<file path="config.mk">
export PLATFORM = sky130hd
export DESIGN_NAME = rme_cordic_cell
export DESIGN_NICKNAME = d
export VERILOG_FILES = /design/src/rme_pkg.sv /design/src/rme_cordic_cell.sv
export SDC_FILE = /design/constraint.sdc
export NUM_CORES = 1
export LEC_CHECK = 0
export BUFFER_PORTS_ARGS = -buffer_cell sky130_fd_sc_hd__buf_2
export CORE_MARGIN = 2
export CORE_UTILIZATION = 50
export CTS_BUF_LIST = sky130_fd_sc_hd__clkbuf_8 sky130_fd_sc_hd__clkbuf_16
export DETAILED_ROUTE_END_ITERATION = 6
export GPL_ROUTABILITY_DRIVEN = 0
export PLACE_DENSITY = 0.7
export SLEW_MARGIN = 20
export SYNTH_ARGS = -nofsm -noshare
export SYNTH_HDL_FRONTEND = slang
export SYNTH_SLANG_ARGS = --single-unit
</file>
<file path="constraint.sdc">
create_clock -name clk -period 12.8 [get_ports clk]
set_input_delay 1.92 -clock clk [delete_from_list [all_inputs] [get_ports clk]]
set_output_delay 1.92 -clock clk [all_outputs]
set_load 0.02 [all_outputs]
</file>
<file path="src/rme_pkg.sv">
// Shared constants and the arctangent table for the rotation matrix to Euler angle block.
package rme_pkg;

  localparam int DEF_ELEMENT_BITS     = 16;
  localparam int DEF_ANGLE_ITERATIONS = 16;
  localparam int LIMIT_BITS           = 15;
  localparam logic [LIMIT_BITS-1:0] LIMIT_RESET = LIMIT_BITS'(1);

  // angle accumulator, Q.20 radians
  localparam int ZW = 24;
  localparam logic signed [ZW-1:0] PI_Q20        = ZW'(3294199);
  localparam logic signed [ZW-1:0] ANGLE_PI      = ZW'(25736);
  localparam logic signed [ZW-1:0] ANGLE_HALF_PI = ZW'(12868);

  localparam int ROLL_W  = 16;
  localparam int PITCH_W = 15;
  localparam int YAW_W   = 16;

  // atan(2^-i) in Q.20, rounded to nearest
  function automatic logic signed [ZW-1:0] atan_q20(input int i);
    logic signed [ZW-1:0] t;
    case (i)
      0:       t = ZW'(823550);
      1:       t = ZW'(486170);
      2:       t = ZW'(256879);
      3:       t = ZW'(130396);
      4:       t = ZW'(65451);
      5:       t = ZW'(32757);
      6:       t = ZW'(16383);
      7:       t = ZW'(8192);
      8:       t = ZW'(4096);
      9:       t = ZW'(2048);
      10:      t = ZW'(1024);
      11:      t = ZW'(512);
      12:      t = ZW'(256);
      13:      t = ZW'(128);
      14:      t = ZW'(64);
      15:      t = ZW'(32);
      16:      t = ZW'(16);
      17:      t = ZW'(8);
      18:      t = ZW'(4);
      19:      t = ZW'(2);
      20:      t = ZW'(1);
      default: t = '0;
    endcase
    return t;
  endfunction

endpackage

</file>
<file path="src/rme_cordic_cell.sv">
// One vectoring-mode CORDIC rotation step.
module rme_cordic_cell #(
  parameter int W    = rme_pkg::DEF_ELEMENT_BITS + 20,
  parameter int STEP = 0
) (
  input  logic                         clk,
  input  logic                         en,
  input  logic signed [W-1:0]          x_i,
  input  logic signed [W-1:0]          y_i,
  input  logic signed [rme_pkg::ZW-1:0] z_i,
  output logic signed [W-1:0]          x_o,
  output logic signed [W-1:0]          y_o,
  output logic signed [rme_pkg::ZW-1:0] z_o
);

  localparam logic signed [rme_pkg::ZW-1:0] TA = rme_pkg::atan_q20(STEP);

  logic signed [W-1:0] dx, dy, x_r, y_r, x_nxt, y_nxt;
  logic signed [rme_pkg::ZW-1:0] z_r, z_nxt;
  logic pos;

  assign dx  = y_i >>> STEP;
  assign dy  = x_i >>> STEP;
  assign pos = !y_i[W-1] && (y_i != '0);

  always_comb begin
    if (pos) begin
      x_nxt = x_i + dx;
      y_nxt = y_i - dy;
      z_nxt = z_i + TA;
    end else begin
      x_nxt = x_i - dx;
      y_nxt = y_i + dy;
      z_nxt = z_i - TA;
    end
  end

  always_ff @(posedge clk) begin
    if (en) begin
      x_r <= x_nxt;
      y_r <= y_nxt;
      z_r <= z_nxt;
    end
  end

  assign x_o = x_r;
  assign y_o = y_r;
  assign z_o = z_r;

endmodule

</file>
# Yosys cells after proc, flatten, opt, wreduce, memory -nomap -nowiden
# Cells that the tools add are included.
# W data, S select, Z words.
word_totals:
  ff_bits: 96
  latch_bits: 0
  mem_bits_rw: 0
  rom_bits: 0
  inputBits: 98
  out_inout_bits: 96
  wordCells: 14
  mem_count: 0
op_classes:
  n_addsub: 5
  multipliers: 0
  div_mod_pow: 0
  order_cmp: 0
  eq_ne: 0
  n_shift: 0
  muxes: 3
  bitwise_logic: 0
  reduce_logical: 3
op_table:
  columns: ["op", "count"]
  rows:
  - ["$mux W36", 2]
  - ["$sub A36 B36 Y36", 2]
  - ["$add A36 B36 Y36", 1]
  - ["$reduce_bool A36 Y1", 1]
  - ["$add A24 B21 Y24 const B", 1]
  - ["$mux W24", 1]
  - ["$sub A24 B21 Y24 const B", 1]
  - ["$logic_and A1 B1 Y1", 1]
  - ["$logic_not A1 Y1", 1]

# Logic depth before layout (Yosys ltp)
logic_depth:
  depth_word: 3
  mapped_depth: 18

# Least setup slack after synthesis
# OpenSTA, ideal clock, no wires.
synth_path:
  kind: "input port to flip-flop"
  start: "in y_i[0]"
  end: "reg z_r, in the netlist z_o[23] (data pin)"
  t_arrival_ps: 5379
  required_ps: 12519
  path_slack_ps: 7141
  stages: 16
  n_path_buf: 3
  path_cell_list: "nor4_1 nand4_1 nor2_1 a41o_1 buf_2 clkinv_1 clkbuf_1 clkbuf_1 ha_1 a21o_1 a21oi_1 a21oi_1 o31ai_1 a21oi_1 o41ai_1 o211ai_1"
synth_via:
  elab_chain_len: 3
synth_lines:
  columns: ["item", "line", "source"]
  rows:
  - ["start, declared", "rme_cordic_cell.sv:9", "input logic signed [W-1:0] y_i,"]
  - ["$reduce_bool A36 Y1", "rme_cordic_cell.sv:24", "assign pos = !y_i[W-1] && (y_i != '0);"]
  - ["$logic_and A1 B1 Y1", "rme_cordic_cell.sv:24", null]
  - ["$mux W24", "rme_cordic_cell.sv:27", "if (pos) begin"]
  - ["net z_nxt, one bit", "rme_cordic_cell.sv:19", "logic signed [rme_pkg::ZW-1:0] z_r, z_nxt;"]
  - ["end signal, assigned", "rme_cordic_cell.sv:42", "z_r <= z_nxt;"]
  - ["end, declared", "rme_cordic_cell.sv:19", null]
# The timed path passes the listed nets, and every way through them passes these cells.
# A chain may end at the register's enable or synchronous reset.

# Worst setup path after layout
layout_path:
  start: "in y_i[1]"
  end: "reg z_r, in the netlist z_o[23] (data pin)"
# Same word-level chain as after synthesis.

==> metrics <==
first-pass GRT wire length=50,400 um; Mapped Nets=1,482; post-synthesis sequential area ratio=0.274; cells after synthesis=1,254; Final Cell Area=11,800 um^2; initial drt markers=1,207; CTS Buf Count=9; Post-route DRC=0; Max stage delay on crit path=860 ps; routed wl met3=3890 um; Crit path max-delay family=compound AO/OA/AOI/OAI gates; Buf/Inv on CP=3; post_cts resized=0; dpl cell area=11,500 um^2; Initial Util=0.513; Hold Buf Count CTS=0; Post-synth EDFFs=95; slowest stage cell on the critical path=nor4_1; # diodes=0; Post-DRT Antenna Nets=0; Tmin final=7030 ps; DRT Pass-1 Iters=6; commonest cells after routing, fill and taps aside=buf_2 (192), a21oi_1 (148), ha_1 (126); setup TNS=0 ps; total number of vias=10,315; CP arrival=7100 ps; status=finished, final reports clean; max_cap viols=0; cell chain of the critical path=buf_2 > nor4_1 > nand4_1 > nor2_1 > a41o_4 > clkinv_1 > buf_4 > ha_1 > a21o_1 > a21oi_1 > a21oi_1 > o31ai_1 > a21oi_1 > o41ai_1 > o211ai_1; Via density=6.13; Hold Slack=1750 ps; CTS max path bufs=2; Netlist cell types=68; Routed wire per std cell=19.3 um; Crit path top cell by count=a21oi_1; clk slew on worst S/H paths=60 ps; I/O pins=194; layout cells sized above 1=0.163; full die area=22,000 um^2; Final Cycle Share=0.549; Ys Warns=0; crit-path max FO=50; H-tree levels=3; Setup crit end kind=register; Setup-failing EPs final=0; Synth Flop Type=edfxtp_1; VDD IR max=0.0000599 V; GRT Total Usage=0.290; Sink Count=95; #FFs+latches synth=95; worst-margin pin slew=1020 ps; largest net degree at the start of global routing=61; M1 wire length=14,200 um; core region area=20,300 um^2; Static Leak=0.00522 uW; CTS tree=done; Hold WC Path Type=primary input to register; Root Driver=clkbuf_16; initial antenna violation count=0; GR Overflow Total=0; PortBufs=193; vias in the first global route=9,352; kind of critical path=primary input to register; Setup Buffers After CTS=0; num rows=52; P&R area growth vs syn=13.4%; Critical Path RT=12,870 ps; Top Layer Used=met4; Power Dens Cells=104 nW/um^2; max-slew violations=0; ys async rst share=0; most common cell after layout, fill and taps aside=buf_2; worst rel slew slack=0.316; RSZ-0062 raised after global routing=false; crit path launch type=primary input; Avg Inst Size Synth=8.30 um^2; Die X=148 um; Final Hold Fails=0; Layout Nets=1,637; WL met2=13,500 um; Max Clk Rate=142 MHz; DP HPWL=26,400 um; Routed WL=32,400 um; Cell Area, Synth=10,400 um^2; Die Y=148 um
## power by group
group          total (uW)  switching (uW)  leakage [uW]  internal (uW)
sequential            429            14.8      0.000930            414
clock                 245             113      0.000131            132
combinational         557             365       0.00416            192
## metal layers
layer | GRT usage | vias to the layer above
met5 | 0 | -
met4 | 0.0757 | 0
met3 | 0.0528 | 57
met2 | 0.432 | 614
met1 | 0.433 | 4753
li1 | - | 4891
## sequential cells by signal, summed over array words and instances (netlist names)
signal / count
x_o: 35
y_o: 36
z_o: 24
## worst paths after layout
path	start	end	slack [ps]	depth (start not counted)
worst max-delay path	y_i[1]	z_o[23]	5770	15
worst min-delay path	z_i[0]	z_o[0]	1750	1
## stage by stage
stage / worst slack, ps / std cells / utilization / total power [uW]
6_report: 5770 / 1684 / 0.582 / 1230
5_1_grt: 5290 / 1684 / 0.582 / 1300
4_1_cts: 5820 / 1684 / 0.582 / 1220
3_5_place_dp: 5470 / 1668 / 0.568 / 978
3_3_place_gp: 5530 / 1668 / 0.568 / 972
2_1_floorplan: 7140 / 1254 / - / 800
## synth_stat cells (4+ instances only)
library cell  count  area (um^2)
nor3_1           30          150
a311oi_1          6         52.6
nand4_1          18          113
o21ai_0          85          425
a21oi_1         148          741
buf_2             8         40.0
fa_1              4         80.1
a211oi_1         18          135
nand2b_1         16          100
a2111oi_0         4         35.0
o41ai_1           4         35.0
and3_1            5         31.3
a221oi_1          8         70.1
nor2b_1          20          125
nor4_1           19          119
a21o_1           35          263
edfxtp_1         95         2850
or2_2             6         37.5
nor2_1           78          293
clkbuf_1         34          128
o211ai_1         17          128
ha_1            126         1580
inv_1           119          447
buf_1             8         30.0
o22ai_1           4         25.0
o21a_1           17          128
nand3_1          23          115
o31ai_1          17          128
o21bai_1         24          180
or3_1             6         37.5
a211o_1           4         35.0
a31oi_1           9         56.3
nand2_1          84          315
xor2_1            6         52.6
o311ai_0          6         52.6
xnor2_1          79          692
mux2i_1          11          110
## cell type report
class	instances	area (um^2)
clock inverters	7	48.8
fillers	1868	8490
inverters	121	454
clock buffers	9	225
repair buffers	196	991
well taps	270	338
flip-flops and latches	95	2850
multi-input cells	986	6900
## logic make-up after synthesis
group | count (synthesis) | synth area share
AOI/OAI and AO/OA | 438 | 0.268
xor gates and xnor gates | 85 | 0.0715
adders and majority gates | 130 | 0.159
buffers and inverters | 173 | 0.0644
DFF | 95 | 0.274
muxes | 11 | 0.0106
and+or+nand+nor | 322 | 0.153
Power figures use the tool's default switching activity.
