**config.mk**
```make
export PLATFORM = sky130hd
export DESIGN_NAME = rme_sqrt_cell
export DESIGN_NICKNAME = d
export VERILOG_FILES = /design/src/rme_pkg.sv /design/src/rme_sqrt_cell.sv
export SDC_FILE = /design/constraint.sdc
export NUM_CORES = 1
export LEC_CHECK = 0
export BUFFER_PORTS_ARGS = -buffer_cell sky130_fd_sc_hd__clkbuf_2
export CAP_MARGIN = 25
export CORE_MARGIN = 1.5
export CORE_UTILIZATION = 45
export DETAILED_ROUTE_END_ITERATION = 7
export HOLD_SLACK_MARGIN = 0.12
export PLACE_DENSITY = 0.67
export SYNTH_ARGS = -nofsm -noshare
export SYNTH_HDL_FRONTEND = slang
export SYNTH_SLANG_ARGS = --single-unit
export TNS_END_PERCENT = 5
```
**constraint.sdc**
```tcl
create_clock -name clk -period 6.1 [get_ports clk]
set_input_delay 1.22 -clock clk [delete_from_list [all_inputs] [get_ports clk]]
set_output_delay 1.22 -clock clk [all_outputs]
set_load 0.03 [all_outputs]
```
**src/rme_pkg.sv**
```systemverilog
// Shared constants and the arctangent table for the rotation matrix to Euler angle block.
package rme_pkg;

  localparam int DEF_ELEMENT_BITS     = 16;
  localparam int DEF_ANGLE_ITERATIONS = 16;
  localparam int LIMIT_BITS           = 15;
  localparam logic [LIMIT_BITS-1:0] LIMIT_RESET = LIMIT_BITS'(1);

  // angle accumulator, Q.20 radians
  localparam int ZW = 24;
  localparam logic signed [ZW-1:0] PI_Q20        = ZW'(3294199);
  localparam logic signed [ZW-1:0] ANGLE_PI      = ZW'(25736);
  localparam logic signed [ZW-1:0] ANGLE_HALF_PI = ZW'(12868);

  localparam int ROLL_W  = 16;
  localparam int PITCH_W = 15;
  localparam int YAW_W   = 16;

  // atan(2^-i) in Q.20, rounded to nearest
  function automatic logic signed [ZW-1:0] atan_q20(input int i);
    logic signed [ZW-1:0] t;
    case (i)
      0:       t = ZW'(823550);
      1:       t = ZW'(486170);
      2:       t = ZW'(256879);
      3:       t = ZW'(130396);
      4:       t = ZW'(65451);
      5:       t = ZW'(32757);
      6:       t = ZW'(16383);
      7:       t = ZW'(8192);
      8:       t = ZW'(4096);
      9:       t = ZW'(2048);
      10:      t = ZW'(1024);
      11:      t = ZW'(512);
      12:      t = ZW'(256);
      13:      t = ZW'(128);
      14:      t = ZW'(64);
      15:      t = ZW'(32);
      16:      t = ZW'(16);
      17:      t = ZW'(8);
      18:      t = ZW'(4);
      19:      t = ZW'(2);
      20:      t = ZW'(1);
      default: t = '0;
    endcase
    return t;
  endfunction

endpackage

```
**src/rme_sqrt_cell.sv**
```systemverilog
// One bit-pair step of the integer square root chain.
module rme_sqrt_cell #(
  parameter int EB   = rme_pkg::DEF_ELEMENT_BITS,
  parameter int STEP = 0
) (
  input  logic            clk,
  input  logic            en,
  input  logic [2*EB-1:0] v_i,
  input  logic [2*EB-1:0] res_i,
  output logic [2*EB-1:0] v_o,
  output logic [2*EB-1:0] res_o
);

  localparam logic [2*EB-1:0] BIT = (2*EB)'(1) << (2*(EB-1-STEP));

  logic [2*EB-1:0] trial;
  logic [2*EB-1:0] v_r, res_r, v_nxt, res_nxt;

  assign trial = res_i + BIT;

  always_comb begin
    if (v_i >= trial) begin
      v_nxt   = v_i - trial;
      res_nxt = (res_i >> 1) + BIT;
    end else begin
      v_nxt   = v_i;
      res_nxt = res_i >> 1;
    end
  end

  always_ff @(posedge clk) begin
    if (en) begin
      v_r   <= v_nxt;
      res_r <= res_nxt;
    end
  end

  assign v_o   = v_r;
  assign res_o = res_r;

endmodule

```
* After elaboration in Yosys (flattened, before gate mapping)
Index checks and enable logic that the tools add are counted.
** Storage, ports and cells
- Input bits :: 66
- Logic and storage cells :: 9
- Register bits after elaboration :: 64
** Cells by class
- Muxes and demuxes :: 2
- Order comparisons :: 1
- Add/sub/neg operators :: 3
** Operators by type and width (count)
- $add 31x31->32 const B :: 1
- $add 32x31->32 const B :: 1
- $ge 32x32->1 :: 1
- $mux 32 :: 1
- $sub 32x32->32 :: 1
- $mux 31 :: 1

* Logic depth before layout (Yosys ltp)
- Depth in word-level cells :: 3
- Gate-level depth with buffers :: 13

* Worst setup path after synthesis
No wires, ideal clock.
- Kind :: input to register
- Start point :: input v_i[0]
- End point :: register v_r[29] (netlist: v_o[29]) (data pin)
- Data required time :: 5.965 ns
- Buffers on the path :: 0
- Setup time :: 0.135 ns
- Path slack :: 2.559 ns
- Data arrival time :: 3.407 ns
- Cell stages on the path :: 11
- Cell sequence :: inv_1 > ha_1 > fa_1 > nor2b_1 > o31a_1 > o221ai_1 > a21boi_2 > o211ai_4 > and2_4 > or4_1 > nand3_1
** On the way
- Word-level cells in the longest chain between the ends :: 2
- Elaborated cells on any way between the ends :: 3
** Ends and longest elaborated chain
- from (decl) :: RTL line rme_sqrt_cell.sv:8 : input logic [2*EB-1:0] v_i,
- $sub 32x32->32 / $ge 32x32->1 (equally long branches) :: RTL line rme_sqrt_cell.sv:23, rme_sqrt_cell.sv:22
- $mux 32 (*) :: RTL line rme_sqrt_cell.sv:22 : if (v_i >= trial) begin
- net v_nxt[29] :: RTL line rme_sqrt_cell.sv:17 : logic [2*EB-1:0] v_r, res_r, v_nxt, res_nxt;
- to (signal assigned) :: RTL line rme_sqrt_cell.sv:33 : v_r <= v_nxt;
- to (decl) :: RTL line rme_sqrt_cell.sv:17
Mark *: on every way through the listed nets, which the timed path passes. The rest lies on a longest branch.
A chain may end at the register's enable or synchronous reset.

* Final worst setup path
- Start point :: input v_i[0]
- End point :: register v_r[24] (netlist: v_o[24]) (data pin)
The elaborated chain is that of the path after synthesis.

==> flow_summary.html <==
<table>
<tr><th>Metric</th><th>Value</th></tr>
<tr><th colspan="2">Status</th></tr>
<tr><td>Run status</td><td>complete, no violations</td></tr>
<tr><th colspan="2">STA</th></tr>
<tr><td>Final count of hold timing violations</td><td>0</td></tr>
<tr><td>Slew HR</td><td>41.8%</td></tr>
<tr><td>Max-slew violation count</td><td>0</td></tr>
<tr><td>Slew @ Worst Pin</td><td>0.871 ns</td></tr>
<tr><td>Max Clk Rate</td><td>236 MHz</td></tr>
<tr><td>Final worst path period need</td><td>4.24 ns</td></tr>
<tr><td>RSZ-0062 raised after global routing</td><td>false</td></tr>
<tr><td>Summed negative setup slack over all endpoints</td><td>0 ns</td></tr>
<tr><td>Number of setup violations in the final report</td><td>0</td></tr>
<tr><td>Period utilization</td><td>69.5%</td></tr>
<tr><td>Final-layout worst hold slack</td><td>1.06 ns</td></tr>
<tr><th colspan="2">Detailed routing</th></tr>
<tr><td>First-iteration detailed-routing DRC count</td><td>219</td></tr>
<tr><td>Via density per instance</td><td>5.33</td></tr>
<tr><td>Wirelength, routed</td><td>10.7 mm</td></tr>
<tr><td>Routed wire length per instance</td><td>15.2 um</td></tr>
<tr><td>Antenna Nets Post-Route</td><td>0</td></tr>
<tr><td>Number of vias after detailed routing</td><td>3749</td></tr>
<tr><td>Detailed-routing iteration count for the pre-antenna-repair pass</td><td>5</td></tr>
<tr><td>DRC violations left</td><td>0</td></tr>
<tr><th colspan="2">Yosys</th></tr>
<tr><td>Instance count of the mapped netlist</td><td>442</td></tr>
<tr><td>Leading cell type by number of instances after synthesis</td><td>sky130_fd_sc_hd__edfxtp_1</td></tr>
<tr><td>Synth cell types</td><td>58</td></tr>
<tr><td>Number of enable-type register cells in the synthesized netlist</td><td>64</td></tr>
<tr><td>Post-Synthesis Mean Instance Area</td><td>9.85 um2</td></tr>
<tr><td>Synth async-reset ratio</td><td>0%</td></tr>
<tr><td>Most frequent cells after synthesis</td><td>sky130_fd_sc_hd__edfxtp_1, sky130_fd_sc_hd__nor2_1, sky130_fd_sc_hd__inv_1</td></tr>
<tr><td>Dominant cell type by area after synthesis</td><td>sky130_fd_sc_hd__edfxtp_1</td></tr>
<tr><td>#FFs+latches synth</td><td>64</td></tr>
<tr><td>Synth Warn #</td><td>0</td></tr>
<tr><td>Fraction of post-synthesis cell area in the top cell type by area</td><td>44.2%</td></tr>
<tr><td>Total nets after synthesis</td><td>541</td></tr>
<tr><td>Sequential fraction of the synthesis area</td><td>44.2%</td></tr>
<tr><td>Cell types with the largest area share after synthesis</td><td>sky130_fd_sc_hd__edfxtp_1, sky130_fd_sc_hd__ha_1, sky130_fd_sc_hd__a21oi_1</td></tr>
<tr><td>Prevailing post-synth register cell</td><td>sky130_fd_sc_hd__edfxtp_1</td></tr>
<tr><td>Mapped cell area</td><td>4350 um2</td></tr>
<tr><th colspan="2">Clock network</th></tr>
<tr><td>H-Tree Level Count</td><td>3</td></tr>
<tr><td>Clock-pin slew of the registers on the worst-case setup and hold paths</td><td>0.08 ns</td></tr>
<tr><td>Postcts setup bufs</td><td>0</td></tr>
<tr><td>TritonCTS Sinks</td><td>64</td></tr>
<tr><td>Number of buffers inserted during clock tree synthesis</td><td>9</td></tr>
<tr><td>Number of hold buffers added after cts</td><td>0</td></tr>
<tr><td>CTS tree</td><td>built</td></tr>
<tr><td>Clock Path Buffers</td><td>2</td></tr>
<tr><td>Number of gates given a new drive strength after cts</td><td>0</td></tr>
<tr><td>Clock root buffer</td><td>sky130_fd_sc_hd__clkbuf_8</td></tr>
<tr><th colspan="2">Global route</th></tr>
<tr><td>Pin count of the biggest net entering global routing</td><td>65</td></tr>
<tr><td>Total global routing overflow</td><td>0</td></tr>
<tr><td>Initial antenna violation count</td><td>0</td></tr>
<tr><td>Wire length of the first global-routing pass</td><td>17.1 mm</td></tr>
<tr><td>Global-route usage over all layers</td><td>21.3%</td></tr>
<tr><td>Number of global-route vias before repair</td><td>3586</td></tr>
<tr><th colspan="2">Finish</th></tr>
<tr><td>Fill cells</td><td>846</td></tr>
<tr><td>Number of nets in the final layout</td><td>669</td></tr>
<tr><td>Number of diodes added for antenna fixing</td><td>0</td></tr>
<tr><td>Signed area change from the synthesized netlist to the final layout</td><td>20.6%</td></tr>
<tr><td>Final standard cell area without fillers</td><td>5250 um2</td></tr>
<tr><td>Fraction of final layout cells with drive strength greater than 1</td><td>27.5%</td></tr>
<tr><th colspan="2">Floorplanning</th></tr>
<tr><td>I/O pin cnt</td><td>130</td></tr>
<tr><td>Die Footprint</td><td>10300 um2</td></tr>
<tr><td>Die width</td><td>101 um</td></tr>
<tr><td>Standard-cell row count</td><td>35</td></tr>
<tr><td>Core Footprint</td><td>9330 um2</td></tr>
<tr><td>Initial Utilization</td><td>46.7%</td></tr>
<tr><td>Die extent in y</td><td>101 um</td></tr>
<tr><th colspan="2">Placement</th></tr>
<tr><td>Standard cell area after detailed placement</td><td>5070 um2</td></tr>
<tr><td>DP Wirelength</td><td>8.11 mm</td></tr>
<tr><td># port buffers</td><td>129</td></tr>
<tr><td>Final GP Congestion</td><td>0.902</td></tr>
<tr><th colspan="2">Worst setup path</th></tr>
<tr><td>Sort of element at the end of the critical path</td><td>flip-flop</td></tr>
<tr><td>Source of the critical timing path</td><td>v_i[0]</td></tr>
<tr><td>Critical Path Start Type</td><td>primary input</td></tr>
<tr><td>Arrival time worst endpoint</td><td>4.38 ns</td></tr>
<tr><td>Maximum fanout along the worst path</td><td>27</td></tr>
<tr><td>Required time of the critical path</td><td>6.24 ns</td></tr>
<tr><td>WS Path Type</td><td>in2reg</td></tr>
<tr><th colspan="2">Power</th></tr>
<tr><td>Reported leakage power</td><td>0.00244 uW</td></tr>
<tr><td>Cell area power density</td><td>264 nW/um2</td></tr>
<tr><td>Maximum ir drop on the vdd rail</td><td>125 uV</td></tr>
<tr><th colspan="2">Job</th></tr>
<tr><td>Number of maximum-capacitance constraint violations</td><td>0</td></tr>
<tr><th colspan="2">Hold path</th></tr>
<tr><td>Startpoint of the worst hold path</td><td>res_i[2]</td></tr>
<tr><td>Kind of path behind the tightest hold check</td><td>in2reg</td></tr>
</table>
==> registers in the layout (all words and copies together) (netlist names) <==
register	count
v_o	32
res_o	32
==> stage by stage <==
step | setup slack (ns) | power [uW] | util [%] | std cells
floorplan | 2.56 | 915 | - | 442
global placement | 1.66 | 1040 | 54.4 | 688
detailed placement | 1.55 | 1040 | 54.4 | 688
CTS | 1.89 | 1400 | 56.3 | 704
global route | 1.56 | 1460 | 56.3 | 704
finish | 1.86 | 1390 | 56.3 | 704
==> worst max-delay path: stages <==
cell	delay [ns]
sky130_fd_sc_hd__clkbuf_2	0.09
sky130_fd_sc_hd__inv_1	0.04
sky130_fd_sc_hd__ha_1	0.21
sky130_fd_sc_hd__fa_1	0.42
sky130_fd_sc_hd__nor2b_1	0.17
sky130_fd_sc_hd__o31a_1	0.20
sky130_fd_sc_hd__o221ai_1	0.19
sky130_fd_sc_hd__a21boi_2	0.27
sky130_fd_sc_hd__o211ai_4	0.17
sky130_fd_sc_hd__nand2_1	0.68
sky130_fd_sc_hd__buf_4	0.38
sky130_fd_sc_hd__nor2_1	0.06
sky130_fd_sc_hd__a311oi_1	0.28
==> metal layers <==
metal	vias to the layer above	share of wire [%]	GRT usage (%)	wire length, um
met3	12	5.5	3.80	592
met1	1734	47	29.5	5060
li1	1870	-	-	-
met4	0	1.3	6.20	144
met5	-	0	0	0
met2	133	46	34.3	4920
==> area by class of cell <==
class / count / area (um2) / share of cell area [%]
clock buffers: 11 / 131 / 2.50
flip-flops and latches: 64 / 1920 / 36.6
repair buffers: 131 / 661 / 12.6
well taps: 129 / 161 / 3.07
multi-input cells: 323 / 2170 / 41.4
clock inverters: 5 / 47.5 / 0.906
inverters: 41 / 154 / 2.93
==> cell families (layout without fill, tap and decap cells) <==
group           Yosys count  count (layout)  synth area share, %
fa+ha+maj                33              33                 9.66
flops                    64              64                 44.2
buf+inv                  55             188                 5.92
xor+xnor                 23              23                 4.63
mux                       1               1                0.259
compound gates          131             131                 20.5
simple gates            135             135                 14.9
==> worst paths after layout <==
check / to / slack, ns / cells after the start
max: v_o[24] / 1.86 / 13
min: res_o[1] / 1.06 / 1
==> report_power, final <==
group          internal (uW)  switching [uW]
clock network            185             167
logic                    160             312
registers                550            13.7
total                    895             492
==> cell usage in the layout, fill, tap and decap left out, types with 8 or more instances in the layout <==
master                       n
sky130_fd_sc_hd__ha_1       32
sky130_fd_sc_hd__edfxtp_1   64
sky130_fd_sc_hd__nor2_1     43
sky130_fd_sc_hd__o21ai_0    14
sky130_fd_sc_hd__xnor2_1    14
sky130_fd_sc_hd__clkbuf_2  128
sky130_fd_sc_hd__a21o_1     14
sky130_fd_sc_hd__nand2_1    39
sky130_fd_sc_hd__and3_1      9
sky130_fd_sc_hd__a21oi_1    40
sky130_fd_sc_hd__clkbuf_8    9
sky130_fd_sc_hd__inv_1      41
sky130_fd_sc_hd__xor2_1      9
sky130_fd_sc_hd__nand3_1    12
sky130_fd_sc_hd__a31oi_1     8
Note: power is estimated with default switching activity, not from simulation.
